File: config.mk
export PLATFORM = sky130hd
export DESIGN_NAME = light_switch_debounce_and_flasher_core
export DESIGN_NICKNAME = d
export VERILOG_FILES = /design/src/lsdf_pkg.sv /design/src/lsdf_debounce.sv /design/src/lsdf_flasher.sv /design/src/light_switch_debounce_and_flasher_core.sv
export SDC_FILE = /design/constraint.sdc
export NUM_CORES = 1
export LEC_CHECK = 0
export ABC_AREA = 1
export BUFFER_PORTS_ARGS = -buffer_cell sky130_fd_sc_hd__buf_2
export CAP_MARGIN = 20
export CORE_UTILIZATION = 63
export CTS_CLUSTER_DIAMETER = 200
export DETAILED_ROUTE_END_ITERATION = 8
export GPL_ROUTABILITY_DRIVEN = 0
export HOLD_SLACK_MARGIN = 0.06
export PLACE_DENSITY = 0.91
export SYNTH_ARGS = -nofsm -noshare
export SYNTH_HDL_FRONTEND = slang
export SYNTH_SLANG_ARGS = --single-unit
export TNS_END_PERCENT = 50
File: constraint.sdc
create_clock -name aclk -period 3.2 [get_ports aclk]
set_input_delay 0 -clock aclk [delete_from_list [all_inputs] [get_ports aclk]]
set_output_delay 0 -clock aclk [all_outputs]
set_load 0.005 [all_outputs]
File: src/lsdf_pkg.sv
// ----------------------------------------------------------------------------
// lsdf_pkg
// Types and constants shared by the light switch debounce and flasher core.
// ----------------------------------------------------------------------------
package lsdf_pkg;

    localparam int unsigned CountWidth = 4;
    localparam int unsigned BlinkWidth = 8;
    localparam int unsigned CfgIdxWidth = 3;
    localparam int unsigned CfgDataWidth = 8;

    // configuration register indexes
    localparam logic [CfgIdxWidth-1:0] REG_HEAD_DEBOUNCE = 3'd0;
    localparam logic [CfgIdxWidth-1:0] REG_DEBOUNCE      = 3'd1;
    localparam logic [CfgIdxWidth-1:0] REG_HEAD_LOCKOUT  = 3'd2;
    localparam logic [CfgIdxWidth-1:0] REG_BLINK_PERIOD  = 3'd3;
    localparam logic [CfgIdxWidth-1:0] REG_BLINK_HALF    = 3'd4;

    // configuration reset values
    localparam logic [CountWidth-1:0] HEAD_DEBOUNCE_RST = 4'd3;
    localparam logic [CountWidth-1:0] DEBOUNCE_RST      = 4'd10;
    localparam logic [BlinkWidth-1:0] HEAD_LOCKOUT_RST  = 8'd200;
    localparam logic [BlinkWidth-1:0] BLINK_PERIOD_RST  = 8'd100;
    localparam logic [BlinkWidth-1:0] BLINK_HALF_RST    = 8'd50;

    typedef struct packed {
        logic head_switch;
        logic fog_switch;
        logic top_switch;
        logic hazard_switch;
        logic left_switch_n;
        logic right_switch_n;
    } lsdf_in_t;

    typedef struct packed {
        logic top_light;
        logic fog_light;
        logic head_light;
        logic left_lamp_n;
        logic right_lamp_n;
    } lsdf_out_t;

    // per-tick controls from the top level into one flasher
    typedef struct packed {
        logic tick_en;
        logic haz_load;
        logic pressed;
        logic held_set;
    } lsdf_flash_ctl_t;

endpackage

File: src/lsdf_debounce.sv
// ----------------------------------------------------------------------------
// lsdf_debounce
// Stable-count debouncer for one switch; pulses once when the count is hit.
// ----------------------------------------------------------------------------
module lsdf_debounce
    import lsdf_pkg::*;
(
    input  logic                  aclk,
    input  logic                  aresetn,
    input  logic                  tick_en,
    input  logic                  pressed,
    input  logic [CountWidth-1:0] ticks,
    output logic                  pulse
);

    logic [CountWidth-1:0] count_reg;
    logic [CountWidth-1:0] count_next;
    logic [CountWidth-1:0] count_inc;

    assign count_inc = count_reg + CountWidth'(1);

    always_comb begin
        count_next = count_reg;
        pulse      = 1'b0;
        if (!pressed) begin
            count_next = '0;
        end else if (count_reg < ticks) begin
            count_next = count_inc;
            pulse      = (count_inc >= ticks);
        end
    end

    always_ff @(posedge aclk) begin
        if (!aresetn) begin
            count_reg <= '0;
        end else if (tick_en) begin
            count_reg <= count_next;
        end
    end

endmodule

File: src/lsdf_flasher.sv
// ----------------------------------------------------------------------------
// lsdf_flasher
// One turn signal channel: blink counter, held flag and flasher pin.
// ----------------------------------------------------------------------------
module lsdf_flasher
    import lsdf_pkg::*;
(
    input  logic                  aclk,
    input  logic                  aresetn,
    input  lsdf_flash_ctl_t       ctl,
    input  logic [BlinkWidth-1:0] period,
    input  logic [BlinkWidth-1:0] half,
    output logic [BlinkWidth-1:0] count,
    output logic                  pin_next
);

    logic [BlinkWidth-1:0] count_reg;
    logic [BlinkWidth-1:0] count_next;
    logic [BlinkWidth-1:0] count_ld;
    logic [BlinkWidth-1:0] count_dec;
    logic                  pin_reg;
    logic                  held_reg;
    logic                  held_next;

    always_comb begin
        count_ld = ctl.haz_load ? period : count_reg;

        pin_next = pin_reg;
        if (count_ld == period) begin
            pin_next = 1'b0;
        end
        if (count_ld == half || count_ld == '0) begin
            pin_next = 1'b1;
        end

        count_dec = (count_ld != '0) ? count_ld - BlinkWidth'(1) : count_ld;

        held_next = held_reg;
        if (ctl.held_set) begin
            held_next = 1'b1;
        end
        if (!ctl.pressed) begin
            held_next = 1'b0;
        end

        count_next = (held_next && count_dec == '0) ? period : count_dec;
    end

    assign count = count_reg;

    always_ff @(posedge aclk) begin
        if (!aresetn) begin
            count_reg <= '0;
            pin_reg   <= 1'b0;
            held_reg  <= 1'b0;
        end else if (ctl.tick_en) begin
            count_reg <= count_next;
            pin_reg   <= pin_next;
            held_reg  <= held_next;
        end
    end

endmodule

File: src/light_switch_debounce_and_flasher_core.sv
// ----------------------------------------------------------------------------
// light_switch_debounce_and_flasher_core
// Debounces six light switches per tick and drives lights and flasher pins.
// ----------------------------------------------------------------------------
// Usage:
//   s_valid/s_ready/s_data carry one request per 100 Hz tick with the six raw
//   switch levels. m_valid/m_ready/m_data return one result per request with
//   the top, fog and head drives and both flasher pins.
//   A request is processed in the cycle it is accepted; its result sits in the
//   output register in the next cycle. One request per cycle is accepted as
//   long as the output register is empty or being drained.
//   If the receiver stalls, the result holds in the output register and
//   s_ready drops until it is taken; no state advances meanwhile.
//   cfg_we/cfg_index/cfg_data write one of the five timing registers per write;
//   write them only while no request is in flight. Indexes above 4 are
//   ignored.
//   Reset (aresetn low, synchronous) restores default timing, turns all
//   lights off, clears the debounce and blink counters and empties the
//   output register.
// ----------------------------------------------------------------------------
module light_switch_debounce_and_flasher_core
    import lsdf_pkg::*;
(
    input  logic                    aclk,
    input  logic                    aresetn,
    input  logic                    s_valid,
    output logic                    s_ready,
    input  lsdf_in_t                s_data,
    output logic                    m_valid,
    input  logic                    m_ready,
    output lsdf_out_t               m_data,
    input  logic                    cfg_we,
    input  logic [CfgIdxWidth-1:0]  cfg_index,
    input  logic [CfgDataWidth-1:0] cfg_data
);

    // configuration
    logic [CountWidth-1:0] head_debounce_reg;
    logic [CountWidth-1:0] debounce_reg;
    logic [BlinkWidth-1:0] head_lockout_ticks_reg;
    logic [BlinkWidth-1:0] blink_period_reg;
    logic [BlinkWidth-1:0] blink_half_reg;

    // state
    logic [CountWidth-1:0] head_count_reg;
    logic [CountWidth-1:0] head_count_next;
    logic [CountWidth-1:0] head_count_inc;
    logic [BlinkWidth-1:0] head_lockout_reg;
    logic [BlinkWidth-1:0] head_lockout_next;
    logic                  top_flag_reg;
    logic                  fog_flag_reg;
    logic                  head_flag_reg;
    logic                  haz_flag_reg;

    logic                  m_valid_reg;
    lsdf_out_t             m_data_reg;

    logic                  in_accept;
    logic                  head_pulse;
    logic                  fog_pulse;
    logic                  top_pulse;
    logic                  haz_pulse;
    logic                  left_pulse;
    logic                  right_pulse;
    logic                  haz_load;
    logic [BlinkWidth-1:0] left_count;
    logic [BlinkWidth-1:0] right_count;
    logic                  left_pin;
    logic                  right_pin;
    lsdf_flash_ctl_t       left_ctl;
    lsdf_flash_ctl_t       right_ctl;

    assign s_ready   = !m_valid_reg || m_ready;
    assign in_accept = s_valid && s_ready;
    assign m_valid   = m_valid_reg;
    assign m_data    = m_data_reg;

    // configuration writes
    always_ff @(posedge aclk) begin
        if (!aresetn) begin
            head_debounce_reg      <= HEAD_DEBOUNCE_RST;
            debounce_reg           <= DEBOUNCE_RST;
            head_lockout_ticks_reg <= HEAD_LOCKOUT_RST;
            blink_period_reg       <= BLINK_PERIOD_RST;
            blink_half_reg         <= BLINK_HALF_RST;
        end else if (cfg_we) begin
            unique case (cfg_index)
                REG_HEAD_DEBOUNCE: head_debounce_reg      <= cfg_data[CountWidth-1:0];
                REG_DEBOUNCE:      debounce_reg           <= cfg_data[CountWidth-1:0];
                REG_HEAD_LOCKOUT:  head_lockout_ticks_reg <= cfg_data[BlinkWidth-1:0];
                REG_BLINK_PERIOD:  blink_period_reg       <= cfg_data[BlinkWidth-1:0];
                REG_BLINK_HALF:    blink_half_reg         <= cfg_data[BlinkWidth-1:0];
                default: ;
            endcase
        end
    end

    // head switch with release-counted lockout
    assign head_count_inc = head_count_reg + CountWidth'(1);

    always_comb begin
        head_count_next   = head_count_reg;
        head_lockout_next = head_lockout_reg;
        head_pulse        = 1'b0;
        if (s_data.head_switch) begin
            if (head_lockout_reg == '0 && head_count_reg < head_debounce_reg) begin
                head_count_next = head_count_inc;
                if (head_count_inc >= head_debounce_reg) begin
                    head_pulse        = 1'b1;
                    head_lockout_next = head_lockout_ticks_reg;
                end
            end
        end else begin
            head_count_next = '0;
            if (head_lockout_reg != '0) begin
                head_lockout_next = head_lockout_reg - BlinkWidth'(1);
            end
        end
    end

    lsdf_debounce u_fog_db (
        .aclk    (aclk),
        .aresetn (aresetn),
        .tick_en (in_accept),
        .pressed (s_data.fog_switch),
        .ticks   (debounce_reg),
        .pulse   (fog_pulse)
    );

    lsdf_debounce u_top_db (
        .aclk    (aclk),
        .aresetn (aresetn),
        .tick_en (in_accept),
        .pressed (s_data.top_switch),
        .ticks   (debounce_reg),
        .pulse   (top_pulse)
    );

    lsdf_debounce u_haz_db (
        .aclk    (aclk),
        .aresetn (aresetn),
        .tick_en (in_accept),
        .pressed (s_data.hazard_switch),
        .ticks   (debounce_reg),
        .pulse   (haz_pulse)
    );

    lsdf_debounce u_left_db (
        .aclk    (aclk),
        .aresetn (aresetn),
        .tick_en (in_accept),
        .pressed (!s_data.left_switch_n),
        .ticks   (debounce_reg),
        .pulse   (left_pulse)
    );

    lsdf_debounce u_right_db (
        .aclk    (aclk),
        .aresetn (aresetn),
        .tick_en (in_accept),
        .pressed (!s_data.right_switch_n),
        .ticks   (debounce_reg),
        .pulse   (right_pulse)
    );

    // hazard reloads both flashers only when both are idle
    assign haz_load = haz_flag_reg && left_count == '0 && right_count == '0;

    assign left_ctl  = '{tick_en: in_accept, haz_load: haz_load,
                         pressed: !s_data.left_switch_n, held_set: left_pulse};
    assign right_ctl = '{tick_en: in_accept, haz_load: haz_load,
                         pressed: !s_data.right_switch_n, held_set: right_pulse};

    lsdf_flasher u_left_fl (
        .aclk     (aclk),
        .aresetn  (aresetn),
        .ctl      (left_ctl),
        .period   (blink_period_reg),
        .half     (blink_half_reg),
        .count    (left_count),
        .pin_next (left_pin)
    );

    lsdf_flasher u_right_fl (
        .aclk     (aclk),
        .aresetn  (aresetn),
        .ctl      (right_ctl),
        .period   (blink_period_reg),
        .half     (blink_half_reg),
        .count    (right_count),
        .pin_next (right_pin)
    );

    // state and output register
    always_ff @(posedge aclk) begin
        if (!aresetn) begin
            head_count_reg   <= '0;
            head_lockout_reg <= '0;
            top_flag_reg     <= 1'b0;
            fog_flag_reg     <= 1'b0;
            head_flag_reg    <= 1'b0;
            haz_flag_reg     <= 1'b0;
            m_valid_reg      <= 1'b0;
        end else begin
            if (in_accept) begin
                head_count_reg   <= head_count_next;
                head_lockout_reg <= head_lockout_next;
                top_flag_reg     <= top_flag_reg ^ top_pulse;
                fog_flag_reg     <= fog_flag_reg ^ fog_pulse;
                head_flag_reg    <= head_flag_reg ^ head_pulse;
                haz_flag_reg     <= haz_flag_reg ^ haz_pulse;
                m_valid_reg      <= 1'b1;
            end else if (m_ready) begin
                m_valid_reg      <= 1'b0;
            end
        end
    end

    always_ff @(posedge aclk) begin
        if (in_accept) begin
            m_data_reg <= '{top_light: top_flag_reg, fog_light: fog_flag_reg,
                            head_light: head_flag_reg, left_lamp_n: left_pin,
                            right_lamp_n: right_pin};
        end
    end

    // checks
    a_result_follows: assert property (@(posedge aclk) disable iff (!aresetn)
        in_accept |=> m_valid_reg)
        else $error("result missing after accepted request");

    a_flags_hold: assert property (@(posedge aclk) disable iff (!aresetn)
        !in_accept |=> $stable({top_flag_reg, fog_flag_reg, head_flag_reg, haz_flag_reg}))
        else $error("light flags changed without a request");

    a_lockout_load: assert property (@(posedge aclk) disable iff (!aresetn)
        in_accept && head_pulse |=> head_lockout_reg == $past(head_lockout_ticks_reg))
        else $error("head lockout not loaded on toggle");

    a_head_idle: assert property (@(posedge aclk) disable iff (!aresetn)
        !in_accept |=> $stable(head_count_reg) && $stable(head_lockout_reg))
        else $error("head debounce state moved without a request");

endmodule
**After elaboration in Yosys (flattened, before gate mapping)**

Cells that the tools add are included.
Widths: inputs -> output; s select.

- Flip-flop bits (word level): 94
- Input port bits: 22

- Add/sub/neg operators: 9
- $lt $le $gt $ge: 12
- Equality and inequality tests: 13
- Multiplexer cells: 45
- Bitwise logic cells: 4
- Reductions and logical operators: 37

Operators by type and width:

| operator | number |
|---|---|
| $mux 8 | 10 |
| $logic_not 8->1 | 7 |
| $mux 4 | 12 |
| $eq 8x8->1 | 4 |
| $add 4x1->4 const B | 6 |
| $ge 4x4->1 | 6 |
| $lt 4x4->1 | 6 |
| $reduce_bool 8->1 | 3 |
| $sub 8x1->8 const B | 3 |
| $mux 1 | 23 |
| $reduce_and 2->1 | 11 |
| $ne 2x1->1 const B | 5 |
| $reduce_bool 2->1 | 4 |
| $eq 3x2->1 const B | 2 |
| $logic_and 1x1->1 | 6 |
| $reduce_and 4->1 | 1 |
| $xor 1x1->1 | 4 |
| $eq 3x1->1 const B | 1 |
| $eq 3x3->1 const B | 1 |
| $logic_not 3->1 | 1 |
| $logic_or 1x1->1 | 3 |
| $logic_not 1->1 | 1 |

**Depth between registers and ports, before layout**

- Depth after elaboration: 9
- Depth in mapped cells: 20
- Mapped depth without buffers: 19

**Cells and area by module**

A second synthesis with hierarchy kept.

- Cells, all modules: 1049
- Area, all modules: 7079.3 sq um

Modules (own cells, without submodules):

| module | times used | cells an instance | area an instance (sq um) |
|---|---|---|---|
| light_switch_debounce_and_flasher_core | 1 | 352 | 2582.5 |
| lsdf_flasher | 2 | 191 | 1216.2 |
| lsdf_debounce | 5 | 63 | 412.9 |

**Worst setup path before layout**

OpenSTA, ideal clock, no wires.

- Path kind: reg2reg
- Start: reg head_count_reg[0]
- End: reg head_lockout_reg[1]
- Setup time: 0.121 ns
- Data arrival time: 2.144 ns
- Setup slack: 0.935 ns
- Cell stages (with the launch flop): 14
- Clock period less this slack: 2.265 ns
- Cell sequence: dfxtp_1 > ha_1 > ha_1 > inv_1 > a21oi_1 > o21ai_0 > nand2_1 > a21o_1 > or2_2 > nand3_1 > clkinv_1 > buf_2 > o21ai_0 > a21oi_1

- Word-level cells in the longest chain between the ends: 4

Ends and longest elaborated chain:

| element | RTL line | RTL |
|---|---|---|
| from (decl) | light_switch_debounce_and_flasher_core.sv:45 | `logic [CountWidth-1:0] head_count_reg;` |
| from (signal assigned) | light_switch_debounce_and_flasher_core.sv:206 | `head_count_reg <= head_count_next;` |
| $add 4x1->4 / $lt 4x4->1 (equally long branches) | light_switch_debounce_and_flasher_core.sv:99, light_switch_debounce_and_flasher_core.sv:106 |  |
| $ge 4x4->1 / $logic_and 1x1->1 (equally long branches) | light_switch_debounce_and_flasher_core.sv:108, light_switch_debounce_and_flasher_core.sv:106 |  |
| $ne 2x1->1 (no line) | -- |  |
| $reduce_and 4->1 (no line) * | -- |  |
| to (signal assigned) | light_switch_debounce_and_flasher_core.sv:207 | `head_lockout_reg <= head_lockout_next;` |
| to (decl) | light_switch_debounce_and_flasher_core.sv:48 | `logic [BlinkWidth-1:0] head_lockout_reg;` |

Every way passes the cells marked *; elsewhere a longest branch is shown, timed or not.
A chain may end at the register's enable or synchronous reset.

**Final worst setup path**

- Start: reg u_left_fl.count_reg[1], in the netlist u_left_fl.count[1]
- End: reg u_left_fl.count_reg[3], in the netlist u_left_fl.count[3]

- Word-level cells in the longest chain between the ends: 9

Ends and longest elaborated chain:

| element | RTL line | RTL |
|---|---|---|
| from (decl) | lsdf_flasher.sv:17 | `logic [BlinkWidth-1:0] count_reg;` |
| from (signal assigned) | lsdf_flasher.sv:57 | `count_reg <= count_next;` |
| $logic_not 8->1 | light_switch_debounce_and_flasher_core.sv:167 | `assign haz_load = haz_flag_reg && left_count == '0 && right_count == '0;` |
| $logic_and 1x1->1 (2 in a row) | light_switch_debounce_and_flasher_core.sv:167 |  |
| $mux 8 * | lsdf_flasher.sv:26 | `count_ld = ctl.haz_load ? period : count_reg;` |
| $sub 8x1->8 / $reduce_bool 8->1 (equally long branches) | lsdf_flasher.sv:36 | `count_dec = (count_ld != '0) ? count_ld - BlinkWidth'(1) : count_ld;` |
| $mux 8 * | lsdf_flasher.sv:36 |  |
| $logic_not 8->1 | lsdf_flasher.sv:46 | `count_next = (held_next && count_dec == '0) ? period : count_dec;` |
| $logic_and 1x1->1 | lsdf_flasher.sv:46 |  |
| $mux 8 * | lsdf_flasher.sv:46 |  |

Marks and branches as above.

==> flow_metrics.py <==
metrics = {
    "global_route": {
        "grt_use_total": 0.325,
        "grt_pass1_vias": 5768,
        "grt_pass1_wl_um": 26500,
        "gr-total-overflow": 0,
        "grt_antenna_before_repair": 0,
        "grt_max_degree": 60,
    },
    "run": {
        "max_cap_violations": 0,
    },
    "setup_path": {
        "cpMostUsedCell": "nand3_2",
        "crit_chain": "nor2_1, nand3_2, nor2_8, nand3_2, nand2_1, inv_2, ha_1, nand3_1, nor2_2, nand3_2, nand2_1, nand2_1, nand3_2, nor2_2, nand3_1, nand3_1, a21oi_1",
        "crit_required_ps": 3430,
        "cpPeakStageDelay_ps": 360,
        "reg2reg_from": "u_left_fl.count[1]",
        "start_kind": "flip-flop",
        "crit_fanout": 11,
        "critPathCaptureType": "flip-flop",
        "critPathKind": "reg -> reg",
        "crit_family": "simple AND/OR/NAND/NOR gates",
        "cpMaxStageDelayCell": "dfxtp_1",
        "worstReg2RegEnd": "u_left_fl.count[3]",
        "reg2reg_slack_ps": 350,
        "worstRegToRegCells": 17,
        "critical_path_buf_inv_count": 1,
        "arrival_ps": 3080,
    },
    "finish": {
        "fin_cells": 1065,
        "antenna-diode-count": 0,
        "area_growth_pct": 10.3,
        "nets": 1009,
        "drive_gt1_frac": 0.122,
        "post-route-util": 0.716,
    },
    "floorplan": {
        "die_w_um": 102,
        "io_pins": 29,
        "start_util": 0.649,
        "die_height_um": 102,
        "core_area_um2": 9730,
        "dieArea_um2": 10400,
        "num_rows": 36,
    },
    "min_path": {
        "hold_end": "m_valid",
        "whs_path_depth": 4,
        "worstHoldStart": "s_valid",
        "hold_class": "in -> reg",
    },
    "outcome": {
        "status": "complete, no violations",
    },
    "placed_design": {
        "dp.cells": 1029,
        "dp_hpwl_um": 11000,
        "io_buffers": 28,
    },
    "route": {
        "drt_iter0_drc": 627,
        "via_per_inst": 5.80,
        "num_vias": 6174,
        "wire_per_inst_um": 15.1,
        "ant_nets": 0,
        "routed_wl_um": 16100,
        "remaining_drc_errors": 0,
        "firstDrtPassIters": 6,
    },
    "synth": {
        "yosys.area_share.xor_xnor": 0.0388,
        "synth_compound_area_frac": 0.168,
        "synthSimpleGateAreaFrac": 0.278,
        "ys_ff_latch": 94,
        "synth_cells": 885,
        "synth_top_cell_area_share": 0.282,
        "synth.area.mux_share": 0,
        "ys_warn_count": 0,
        "synth_area_leaders": "dfxtp_1, ha_1, nand2_1",
        "netlist_area_um2": 6320,
        "yosys.area.top_type": "dfxtp_1",
        "ys_seq_area_frac": 0.306,
        "synthFlopType": "dfxtp_1",
        "synth_edf_count": 5,
        "synth_cell_type_count": 40,
        "syn_area_per_cell_um2": 7.14,
        "synth_top_family_by_area": "simple AND/OR/NAND/NOR gates",
        "syn_nets": 967,
        "synth_fa_ha_area_frac": 0.119,
        "async_reset_ff_frac": 0,
    },
    "sta": {
        "drv_slew": 0,
        "min_period_ps": 2850,
        "timing.slew.headroom": 0.270,
        "finalHoldViolCount": 0,
        "skew_ps": 15.8,
        "fin_setup_tns_ps": 0,
        "rsz0062_at_grt": "no",
        "final-setup-viol-count": 0,
        "period_share": 0.889,
        "tightestPinTransition_ps": 1090,
        "fmaxAchievable_mhz": 351,
    },
    "clock_tree": {
        "cts-buffers-inserted": 9,
        "clock-root-buffer": "clkbuf_8",
        "cts_resized": 0,
        "cts_sinks": 94,
        "clk_path_buf_depth": 2,
        "cts_tree": "built",
        "hold_buffers": 20,
        "clk_latency_ps": 390,
        "clk_pin_slew_worst_paths_ps": 100,
        "h-tree-depth": 3,
        "cts_setup_buffers": 0,
    },
    "power_and_ir_drop": {
        "p_per_area_nw_per_um2": 477,
        "peakVddDrop_v": 0.000328,
        "power.leakage_nw": 3.38,
    },
}
## worst max path at each step
stage / start / slack (ps) / depth (start not counted) / to
after CTS: u_left_fl.count[1] / 440 / 17 / u_left_fl.count[0]
after global placement: u_left_fl.count[1] / 680 / 17 / u_left_fl.count[2]
after global routing: u_left_fl.count[0] / 210 / 17 / u_left_fl.count[0]
after floorplan: head_count_reg[0] / 930 / 13 / head_lockout_reg[1]
final: u_left_fl.count[1] / 350 / 17 / u_left_fl.count[3]
after detailed placement: u_left_fl.count[1] / 530 / 17 / u_left_fl.count[0]
## synth_stat cells (6+ instances only)
master,n
inv_1,104
o22ai_1,9
nand2_1,166
nand2_2,9
clkbuf_1,17
nand4_1,11
o21ai_0,59
dfxtp_1,89
inv_2,17
a21oi_1,86
nand3_2,12
xor2_1,23
o211ai_1,8
o21bai_1,8
nor2_2,11
nand3_1,69
ha_1,60
a21o_1,6
nor2_1,63
## power by group
group	switching, mW	internal [mW]	total [mW]	leakage [nW]
clock network	0.465	0.387	0.852	0.0993
logic	0.744	0.384	1.13	2.50
registers	0.0771	1.27	1.34	0.777
## through the flow
stage / setup WS, ps / hold slack (ps) / power (mW) / cell area (um2)
3_3_place_gp: 675 / 260 / 2.40 / 6560
2_1_floorplan: 935 / 102 / 2.21 / 6320
3_5_place_dp: 527 / 266 / 2.43 / 6560
5_1_grt: 206 / 152 / 3.50 / 6970
4_1_cts: 441 / 125 / 3.28 / 6970
6_report: 354 / 125 / 3.32 / 6970
## worst reg2reg max path, stage by stage (launching register included)
cell and delay, ps:
dfxtp_1 360, nor2_1 150, nand3_2 140, nor2_8 220, nand3_2 130, nand2_1 250, inv_2 130, ha_1 200
nand3_1 110, nor2_2 60, nand3_2 170, nand2_1 80, nand2_1 110, nand3_2 110, nor2_2 200, nand3_1 100
nand3_1 120, a21oi_1 70
## kinds of logic after synthesis
| kind of cell | count (synthesis) |
|---|---|
| DFF | 94 |
| and+or+nand+nor | 364 |
| adders and majority gates | 60 |
| buffers and inverters | 147 |
| xor gates and xnor gates | 28 |
| AOI/OAI and AO/OA | 192 |
## per-layer routing
metal / vias to the layer above / wire length [um] / track usage
met3: 87 / 1220 / 0.0581
met1: 2775 / 6720 / 0.407
met5: - / 0 / 0
met4: 0 / 793 / 0.191
met2: 289 / 7350 / 0.523
li1: 3023 / - / -
## layout make-up
| class | instances | area [um2] |
|---|---|---|
| clock buffer | 10 | 138 |
| inverter | 125 | 469 |
| clock inverter | 6 | 67.6 |
| timing repair buffer | 53 | 378 |
| multi-input combinational | 644 | 3810 |
| tap | 133 | 166 |
| fill | 766 | 2760 |
| sequential | 94 | 1930 |
## placed cells by master, fill, tap and decap left out, drive strengths merged, types with 2 or more instances in the layout
| cell type | instances |
|---|---|
| dlygate4sd3 | 20 |
| clkbuf | 10 |
| nand2 | 179 |
| o22ai | 9 |
| edfxtp | 5 |
| nor4 | 2 |
| inv | 123 |
| buf | 33 |
| o21a | 2 |
| a31oi | 5 |
| a21o | 6 |
| a21oi | 86 |
| a211oi | 4 |
| dfxtp | 89 |
| o21bai | 8 |
| nand4 | 11 |
| a221oi | 2 |
| nor3 | 5 |
| or2 | 4 |
| xnor2 | 5 |
| ha | 60 |
| nand3 | 85 |
| xor2 | 23 |
| o21ai | 60 |
| clkinv | 5 |
| clkinvlp | 2 |
| nor2 | 77 |
| o211ai | 8 |
No activity file was read; power rests on OpenSTA's default activity.
